[config.mk]
export PLATFORM = sky130hd
export DESIGN_NAME = grfi_ctrl
export DESIGN_NICKNAME = d
export VERILOG_FILES = /design/src/design/grfi_pkg.sv /design/src/design/grfi_ctrl.sv
export SDC_FILE = /design/constraint.sdc
export NUM_CORES = 1
export LEC_CHECK = 0
export BUFFER_PORTS_ARGS = -buffer_cell sky130_fd_sc_hd__buf_2
export CORE_AREA = 3 3 40 42
export DETAILED_ROUTE_END_ITERATION = 6
export DIE_AREA = 0 0 43 45
export MAX_ROUTING_LAYER = met4
export PLACE_DENSITY = 0.63
export SYNTH_ARGS = -nofsm -noshare
export SYNTH_HDL_FRONTEND = slang
export SYNTH_SLANG_ARGS = --single-unit
[constraint.sdc]
create_clock -name clk_i -period 1.4 [get_ports clk_i]
set_input_delay 0.14 -clock clk_i [delete_from_list [all_inputs] [get_ports clk_i]]
set_output_delay 0.14 -clock clk_i [all_outputs]
set_load 0.01 [all_outputs]
[src/design/grfi_pkg.sv]
// Shared types and constants of the gyro rate filter and integrator.
`timescale 1ns / 1ps
`default_nettype none
package grfi_pkg;

  localparam int unsigned NumAxes   = 2;
  localparam int unsigned WSample   = 10;
  localparam int unsigned WElapsed  = 10;
  localparam int unsigned WWeight   = 9;
  localparam int unsigned WSettle   = 10;
  localparam int unsigned WBias     = 14;
  localparam int unsigned WDiff     = 16;
  localparam int unsigned WFilt     = 24;
  localparam int unsigned WQuiet    = 11;
  localparam int unsigned WStep     = 27;
  localparam int unsigned WScaled   = 34;
  localparam int unsigned WQuot     = 28;
  localparam int unsigned RecipShift = 34;
  localparam int unsigned WProd     = 62;
  localparam int unsigned DivSteps  = 1;
  localparam int unsigned WDivCnt   = 1;

  // Angle step scale: 2.44 * pi * 2^20 / (2560 * 1000 * 180) as an exact fraction.
  localparam logic [25:0] STEP_NUM = 26'd38327398;
  localparam logic [31:0] STEP_DEN = 32'd2197265625;
  localparam logic [30:0] HALF_DEN = 31'd1098632812;

  // Floors of STEP_NUM * 2^34 / STEP_DEN and HALF_DEN * 2^34 / STEP_DEN.
  localparam logic [28:0] RECIP      = 29'd299672318;
  localparam logic [33:0] RECIP_BIAS = 34'd8589934588;

  localparam logic [WBias-1:0]    ZERO_RESET   = 14'd2580;
  localparam logic [WWeight-1:0]  WEIGHT_RESET = 9'd154;
  localparam logic [WWeight-1:0]  WEIGHT_FULL  = 9'd256;
  localparam logic [WSettle-1:0]  SETTLE_RESET = 10'd100;
  localparam logic [WQuiet-1:0]   QUIET_MAX    = 11'd2047;

  localparam logic REG_FILTER_WEIGHT = 1'b0;
  localparam logic REG_SETTLE_MS     = 1'b1;

  typedef struct packed {
    logic load;      // capture the incoming item
    logic cal_mul;   // calibration update and filter products
    logic acc;       // filter accumulate and round
    logic scale;     // magnitude times elapsed time
    logic num;       // reciprocal estimate of the quotient
    logic div_step;  // remainder check per lane
    logic out_load;  // move the result into the output register
  } grfi_cmd_t;

  typedef struct packed {
    logic div_last;
  } grfi_sts_t;

endpackage
`default_nettype wire

[src/design/grfi_ctrl.sv]
// Controller: sequences one item through the datapath and owns both handshakes.
`timescale 1ns / 1ps
`default_nettype none
module grfi_ctrl (
  input  wire logic                 clk_i,
  input  wire logic                 rst_ni,
  input  wire logic                 in_valid_i,
  output logic                      in_ready_o,
  output logic                      out_valid_o,
  input  wire logic                 out_ready_i,
  output grfi_pkg::grfi_cmd_t       cmd_o,
  input  wire grfi_pkg::grfi_sts_t  sts_i
);
  import grfi_pkg::*;

  typedef enum logic [6:0] {
    S_IDLE  = 7'b0000001,
    S_MUL   = 7'b0000010,
    S_ACC   = 7'b0000100,
    S_SCALE = 7'b0001000,
    S_NUM   = 7'b0010000,
    S_DIV   = 7'b0100000,
    S_OUT   = 7'b1000000
  } grfi_state_e;

  grfi_state_e state_q, state_d;
  logic        out_valid_q, out_valid_d;
  logic        out_free;

  assign out_free   = !out_valid_q || out_ready_i;
  assign in_ready_o = (state_q == S_IDLE);

  always_comb begin
    state_d = state_q;
    cmd_o   = '0;
    case (state_q)
      S_IDLE: begin
        if (in_valid_i) begin
          cmd_o.load = 1'b1;
          state_d    = S_MUL;
        end
      end
      S_MUL: begin
        cmd_o.cal_mul = 1'b1;
        state_d       = S_ACC;
      end
      S_ACC: begin
        cmd_o.acc = 1'b1;
        state_d   = S_SCALE;
      end
      S_SCALE: begin
        cmd_o.scale = 1'b1;
        state_d     = S_NUM;
      end
      S_NUM: begin
        cmd_o.num = 1'b1;
        state_d   = S_DIV;
      end
      S_DIV: begin
        cmd_o.div_step = 1'b1;
        if (sts_i.div_last) begin
          state_d = S_OUT;
        end
      end
      S_OUT: begin
        if (out_free) begin
          cmd_o.out_load = 1'b1;
          state_d        = S_IDLE;
        end
      end
      default: begin
        state_d = S_IDLE;
      end
    endcase
  end

  always_comb begin
    out_valid_d = out_valid_q;
    if (cmd_o.out_load) begin
      out_valid_d = 1'b1;
    end else if (out_ready_i) begin
      out_valid_d = 1'b0;
    end
  end

  always_ff @(posedge clk_i or negedge rst_ni) begin
    if (!rst_ni) begin
      state_q     <= S_IDLE;
      out_valid_q <= 1'b0;
    end else begin
      state_q     <= state_d;
      out_valid_q <= out_valid_d;
    end
  end

  assign out_valid_o = out_valid_q;

endmodule
`default_nettype wire

==> results of run 1 <==
## cell families (layout without fill, tap and decap cells)
logic type / count (synthesis) / after routing / synth area share [%]
AO/OA/AOI/OAI: 9 / 9 / 12.2
XOR/XNOR: 1 / 1 / 1.75
buffers and inverters: 6 / 41 / 6.98
flip-flops: 8 / 8 / 40.2
AND/OR/NAND/NOR: 24 / 24 / 38.9
## layout make-up
| cell class | instances | share of cell area (%) |
|---|---|---|
| Timing Repair Buffer | 34 | 31.2 |
| Multi-Input combinational cell | 34 | 38.9 |
| Inverter | 3 | 1.30 |
| Clock buffer | 4 | 3.03 |
| Tap cell | 15 | 2.17 |
| Sequential cell | 8 | 23.4 |
## cells in the final DEF (no fill, tap or decap), types with 2 or more instances in the layout
cell type / n
dfrtp_1: 6
inv_1: 3
a21oi_1: 2
buf_4: 13
buf_2: 10
o21ai_0: 3
clkbuf_4: 3
nor2_4: 3
nand2_1: 2
nor4b_1: 2
and2_4: 2
nor4b_4: 3
buf_6: 10
## what timing repair did
item | 4_1_cts | 5_1_grt
hold buffers | 1 | 0
endpoints found under the hold margin | 8 | 0
pin swaps | 6 | 8
gates resized for setup | 7 | 17
setup endpoints to repair | 8 | 9
buffers inserted | 8 | 7
## synth_stat cells
library cell,number,share of area [%]
nand2_1,2,1.5
nand3_1,1,1.0
a21oi_1,2,2.0
nor2b_1,1,1.2
o21ai_0,3,3.0
buf_6,1,2.2
or2b_2,1,1.7
buf_2,1,1.0
a21o_1,1,1.5
nor4b_1,4,7.0
xor2_1,1,1.7
dfstp_2,1,5.2
and2_1,2,2.5
nor4bb_1,1,2.0
nor2_1,1,0.75
nor3b_1,2,3.0
and3_1,1,1.2
nor2_4,1,2.2
nor2_2,2,2.5
inv_1,3,2.2
o31ai_2,1,2.5
dfrtp_1,7,35
nand4b_1,1,1.7
nand2_2,2,2.5
buf_4,1,1.5
o211ai_1,1,1.5
nor4b_4,1,4.7
nor3_4,1,3.2
o221ai_1,1,1.7
## per-layer routing
metal	up-vias	global-route usage, %	routed length (um)
met3	2	4.78	72
met1	228	16.1	472
met4	0	7.23	12
li1	242	-	-
met2	14	26.9	687
met5	-	-	0
## path summary, 6_finish.rpt
kind / startpoint / endpoint / slack [ns] / depth (start not counted)
setup / recovery: state_q[0] / cmd_o[6] / -0.19 / 4
hold / removal: in_valid_i / state_q[0] / 0.09 / 2
setup reg to reg: state_q[4] / state_q[0] / -0.07 / 6
hold reg to reg: out_valid_o / out_valid_o / 0.56 / 2
max in group asynchronous: rst_ni / state_q[0] / 0.90 / 2
min in group asynchronous: rst_ni / state_q[3] / 0.24 / 2
## flip-flops by register name (all words and copies together), names as in the netlist
signal,cells
state_q,7
out_valid_o,1
## power breakdown
group	internal [mW]	switching [mW]
clock network	0.110	0.0913
registers	0.288	0.0508
logic	0.640	0.458
total	1.04	0.600
## per-stage QoR
stage	hold WS, ns	util, %	instances	cell area, um^2	setup slack (ns)
final	0.0862	67.4	98	866	-0.193
after global routing	0.0907	67.4	98	866	-0.261
after CTS	0.0746	57.2	91	734	-0.161
after detailed placement	-0.00582	46.6	78	599	0.0374
after global placement	-0.00399	46.6	78	599	0.0510
after floorplan	-0.156	-	48	502	0.0498
==> flow_metrics.tcl, run 1 <==
set metrics [dict create \
    status "complete, but fails checks" \
    violations "setup timing" \
    seqCellArea_um2 203 \
    diodes 0 \
    ys_seq_area_share_pct 40.1 \
    cts_root_buffer "clkbuf_4" \
    final.setup.tns_ns -1.08 \
    drv_slew 0 \
    synth_nets 53 \
    cp.required_ns 1.26 \
    postRouteWirelength_um 1250 \
    initial_utilization_pct 39.0 \
    setup_ws_ns -0.193 \
    slew_headroom_pct 78.5 \
    area_growth_syn_to_layout_pct 72.6 \
    syn-cell-area_um2 502 \
    htree_levels 1 \
    yosysWarnings 0 \
    grt.total_usage_pct 15.5 \
    max_freq_mhz 628 \
    post-route-period-util_pct 114 \
    drtPass1Iterations 4 \
    report.final.setup_viol 9 \
    drtIter0Drc 1 \
    period_minus_slack_ns 1.59 \
    dr_total_vias 486 \
    ir_worst_vdd_mv 1.47 \
    clock_latency_ns 0.27 \
    critical-path-top-delay-family "simple AND/OR/NAND/NOR gates" \
    antenna_found_initial 0 \
    dp_hpwl_um 706 \
    hp-class "input pin to flip-flop" \
    path_buf_inv 1 \
    p_per_area_nw_per_um2 1890 \
    syn_area_per_cell_um2 10.5 \
    rows 13 \
    crit_type "flip-flop to primary output" \
    vias_per_cell 4.96 \
    crit_path_end_kind "primary output" \
    fin_worst_skew_ns 0.0121 \
    finalHoldViolations 0 \
    grt_pass1_vias 507 \
    ios 14 \
    grt_pass1_wl_um 2110 \
    grt_max_degree 9 \
    die_area_um2 1940 \
    worstMarginPinSlew_ns 0.318 \
    yosysUniqueCellTypes 29 \
    core_um2 1280 \
    avgRoutedWirePerCell_um 12.7 \
    fp.dieW_um 43 \
    clk_pin_slew_ns 0.05 \
    p_leak_nw 0.417 \
    worst_path_largest_cell_delay_ns 0.54 \
    synth_cells 48 \
    n_fill_cell 115 \
    path_max_fanout 3 \
    io_buffers 13 \
    nets 89 \
    synth_seq_cells 8 \
    finalPower_mw 1.64 \
    clk_path_buf_depth 2 \
    drive_gt1_share_pct 63.9 \
    crit_path_start_kind "flip-flop" \
    grt-ovfl-total 0 \
    cts_tree "built" \
    worstPathCellList "or2b_4, nor2_4, and2_4, buf_6" \
    routabilityCongestion 0.701 \
    cts_made_buffers 3 \
    cts_sinks 8 \
    ant_nets 0 \
    crit_slowest_cell "dfstp_2" \
    cap_violations 0 \
    rsz0062_at_grt "true" \
    die_y_um 45 \
    multi_input_area_um2 337 \
    arrival_ns 1.45 \
    drc 0 \
]
(Power assumes the default switching activity.)
==> run 2, diff against run 1 <==
Clock period 1.4 ns to 2 ns, I/O delays scaled along.
==> flow_metrics.tcl, run 2 (synthesis gave the netlist of run 1 again) <==
set metrics [dict create \
    rows 13 \
    report.final.setup_viol 0 \
    dr_total_vias 396 \
    slew_headroom_pct 76.8 \
    final.setup.tns_ns 0 \
    seqCellArea_um2 201 \
    cts-hold-fix-buffers 1 \
    multi_input_area_um2 265 \
    drv_slew 0 \
    largest-register "state_q" \
    fin_worst_skew_ns 0.00964 \
    cts_root_buffer "clkbuf_4" \
    hp-class "input pin to flip-flop" \
    drtIter0Drc 9 \
    fp.dieW_um 43 \
    crit_type "flip-flop to primary output" \
    layout_commonest_cell "buf_2" \
    drive_gt1_share_pct 41.3 \
    initial_utilization_pct 39.0 \
    clk_path_buf_depth 2 \
    dp_hpwl_um 651 \
    area_growth_syn_to_layout_pct 19.2 \
    die_y_um 45 \
    postRouteWirelength_um 880 \
    nets 69 \
    timing.rr.start "state_q[2]" \
    grt_max_degree 9 \
    crit_path_end_kind "primary output" \
    drtPass1Iterations 4 \
    largest_reg_flops 7 \
    rsz0062_at_grt "false" \
    p_leak_nw 0.295 \
    crit_path_start_kind "flip-flop" \
    die_area_um2 1940 \
    avgRoutedWirePerCell_um 11.3 \
    reg2reg_slack_ns 0.66 \
    io_buffers 13 \
    whs_ns 0.119 \
    vias_per_cell 5.08 \
    timing.rr.end "state_q[0]" \
    cap_violations 0 \
    cts_setup_buffers 0 \
    ir_worst_vdd_mv 0.717 \
    routabilityCongestion 0.703 \
    worst-r2r-cell-count 4 \
    n_fill_cell 123 \
    cp.required_ns 1.80 \
    grt_pass1_vias 358 \
    path_max_fanout 8 \
    htree_levels 1 \
    cts_made_buffers 3 \
    worstSetupEndpoint "cmd_o[6]" \
    finalHoldViolations 0 \
    cts_resized 0 \
    ios 14 \
    diodes 0 \
    post-route-period-util_pct 89.0 \
    finalPower_mw 0.691 \
    grt.total_usage_pct 11.4 \
    core_um2 1280 \
    max_freq_mhz 562 \
    cts_sinks 8 \
    layout_common_cells "buf_2 (13), dfrtp_1 (7), nor4b_1 (4)" \
    clock_latency_ns 0.26 \
    arrival_ns 1.58 \
    critPathLaunch "state_q[2]" \
    ant_nets 0 \
    grt-ovfl-total 0 \
    antenna_found_initial 0 \
    fin_cells 78 \
    dp.cells 73 \
    p_per_area_nw_per_um2 1150 \
    grt_pass1_wl_um 1500 \
    status "completed" \
    clk_pin_slew_ns 0.06 \
    cts_tree "built" \
    drc 0 \
    worstMarginPinSlew_ns 0.348 \
    period_minus_slack_ns 1.78 \
]
run 2: critical path, stage by stage, from the launching register on:
cell and delay [ns]:
dfrtp_1 0.50, nor3_4 0.31, nand2_2 0.15, nor2_4 0.13
and2_1 0.12, buf_2 0.12
run 2: through the flow:
stage / worst slack, ns / area (um^2) / util [%]
5_1_grt: 0.0664 / 598 / 46.5
4_1_cts: 0.192 / 598 / 46.5
3_5_place_dp: 0.502 / 562 / 43.7
3_3_place_gp: 0.526 / 562 / 43.7
6_report: 0.219 / 598 / 46.5
2_1_floorplan: 0.590 / 502 / -
run 2: worst min path at each step:
| stage | start | to | slack (ns) | depth (start not counted) |
|---|---|---|---|---|
| after floorplan | rst_ni | out_valid_o | -0.1 | 0 |
| after global placement | rst_ni | state_q[4] | 0.06 | 1 |
| after detailed placement | rst_ni | state_q[4] | 0.06 | 1 |
| after CTS | in_valid_i | state_q[0] | 0.11 | 2 |
| after global routing | in_valid_i | state_q[0] | 0.11 | 2 |
| final | in_valid_i | state_q[0] | 0.12 | 2 |
run 2: power breakdown:
| group | internal [mW] | leakage, nW | switching, mW |
|---|---|---|---|
| logic | 0.134 | 0.173 | 0.171 |
| clock network | 0.0764 | 0.0150 | 0.0558 |
| registers | 0.200 | 0.107 | 0.0526 |
| total | 0.411 | 0.295 | 0.280 |
run 2: layout make-up:
cell class,count,area share (%)
timing repair buffer,14,12.6
inverter,3,1.88
tap,15,3.14
clock buffer,4,4.39
sequential,8,33.7
multi-input combinational,34,44.4
run 2: metal layers:
metal | part of all wire (%) | GRT usage (%)
met1 | 47 | 13.3
met2 | 45 | 15.3
met3 | 6.9 | 5.98
met4 | 1.0 | 7.23
met5 | 0 | -
==> run 3, diff against run 2 <==
Settings changed: CAP_MARGIN set to 5, CTS_BUF_LIST set to sky130_fd_sc_hd__clkbuf_8.
==> flow_metrics.tcl, run 3 (synthesis gave the netlist of run 1 again) <==
set metrics [dict create \
    timing.rr.start "state_q[2]" \
    drc 0 \
    crit_slowest_cell "dfrtp_1" \
    worst_path_largest_cell_delay_ns 0.49 \
    dr_wl_met3_um 63 \
    path_buf_inv 1 \
    cp.required_ns 1.80 \
    dp.cells 73 \
    hp-class "input pin to flip-flop" \
    io_buffers 13 \
    fp.dieW_um 43 \
    ios 14 \
    largest-register "state_q" \
    worstPathCellList "nor3_4, nand2_2, nor3b_1, buf_2" \
    p_leak_nw 0.307 \
    grt-ovfl-total 0 \
    initial_utilization_pct 39.0 \
    rows 13 \
    area_growth_syn_to_layout_pct 22.9 \
    route.met2.wl_um 406 \
    grt_pass1_vias 360 \
    arrival_ns 1.55 \
    path_max_fanout 8 \
    cts-hold-fix-buffers 1 \
    antenna_found_initial 0 \
    die_y_um 45 \
    worst-r2r-cell-count 4 \
    clk_path_buf_depth 2 \
    min-delay-start "in_valid_i" \
    placed_cell_area_um2 562 \
    nets 69 \
    worstMarginPinSlew_ns 0.340 \
    fin_area_um2 617 \
    seqCellArea_um2 201 \
    rsz0062_at_grt "false" \
    crit_path_start_kind "flip-flop" \
    drv_slew 0 \
    finalPower_mw 0.757 \
    drive_gt1_share_pct 41.3 \
    postRouteWirelength_um 886 \
    ir_worst_vdd_mv 0.765 \
    slew_headroom_pct 77.3 \
    final_util_pct 48.0 \
    dr_total_vias 397 \
    clk_pin_slew_ns 0.04 \
    whs_path_depth 2 \
    status "completed" \
    cts_resized 0 \
    core_um2 1280 \
    top_layer "met4" \
    vias_per_cell 5.09 \
    period_minus_slack_ns 1.75 \
    grt_max_degree 9 \
    drtIter0Drc 17 \
    worstHoldEndpoint "state_q[0]" \
    htree_levels 1 \
    cts_tree "built" \
    cts_root_buffer "clkbuf_8" \
    n_fill_cell 120 \
    reg2reg_slack_ns 0.68 \
    layout_commonest_cell "buf_2" \
    post-route-period-util_pct 87.5 \
    fin_worst_skew_ns 0.00628 \
    clock_latency_ns 0.23 \
    diodes 0 \
    grt_pass1_wl_um 1490 \
    routabilityCongestion 0.703 \
    largest_reg_flops 7 \
    max_freq_mhz 572 \
    finalHoldViolations 0 \
    cts_setup_buffers 0 \
    final.setup.tns_ns 0 \
    avgRoutedWirePerCell_um 11.4 \
    cap_violations 0 \
    multi_input_area_um2 265 \
    cts_made_buffers 3 \
    m1WireLength_um 408 \
    drtPass1Iterations 4 \
    crit_path_end_kind "primary output" \
    layout_common_cells "buf_2 (13), dfrtp_1 (7), nor4b_1 (4), inv_1 (4)" \
    p_per_area_nw_per_um2 1230 \
    grt.total_usage_pct 11.4 \
    die_area_um2 1940 \
    report.final.setup_viol 0 \
    dp_hpwl_um 651 \
    critical-path-top-delay-family "simple AND/OR/NAND/NOR gates" \
    cts_sinks 8 \
    timing.rr.end "state_q[0]" \
    ant_nets 0 \
    crit_type "flip-flop to primary output" \
    fin_cells 78 \
]
## run 3: changes by cell type in the layout (fill, tap and decap cells not counted)
cell | before | now
inv_1 | 3 | 4
clkbuf_1 | 1 | 0
clkbuf_4 | 3 | 0
clkbuf_8 | 0 | 3
## run 3: final cells by class
class                           instances  share of cell area (%)
Clock inverter                          1                   0.609
Tap cell                               15                    3.04
Clock buffer                            3                    6.69
Sequential cell                         8                    32.7
Inverter                                3                    1.83
Multi-Input combinational cell         34                    43.0
Timing Repair Buffer                   14                    12.2
## run 3: per-stage QoR
| stage | hold slack, ns | setup slack (ns) |
|---|---|---|
| floorplan | -0.0956 | 0.590 |
| global placement | 0.0557 | 0.526 |
| finish | 0.146 | 0.251 |
| CTS | 0.144 | 0.232 |
| global route | 0.147 | 0.110 |
| detailed placement | 0.0550 | 0.502 |
## run 3: how the worst max path moves through the flow
| stage | slack (ns) | cells past startpoint | to | start |
|---|---|---|---|---|
| floorplan | 0.59 | 3 | cmd_o[3] | state_q[1] |
| global placement | 0.53 | 4 | cmd_o[5] | state_q[2] |
| detailed placement | 0.50 | 4 | cmd_o[5] | state_q[2] |
| CTS | 0.23 | 4 | cmd_o[5] | state_q[2] |
| global route | 0.11 | 5 | cmd_o[6] | state_q[2] |
| finish | 0.25 | 4 | cmd_o[5] | state_q[2] |
## run 3: worst reg2reg max path, cell delays in order, from the launching register on
cell,delay [ns]
dfrtp_1,0.49
nor3_4,0.31
nand3_1,0.11
o221ai_1,0.23
o31ai_2,0.10
## run 3: where the power goes
part / internal, mW / switching, mW / total [mW]
clock network: 0.133 / 0.0650 / 0.198
logic: 0.134 / 0.171 / 0.306
registers: 0.201 / 0.0526 / 0.253
## run 3: layer usage
layer	global-route usage, %	up-vias
met5	-	-
met2	15.3	13
met1	13.3	180
met4	7.23	0
li1	-	202
met3	5.98	2
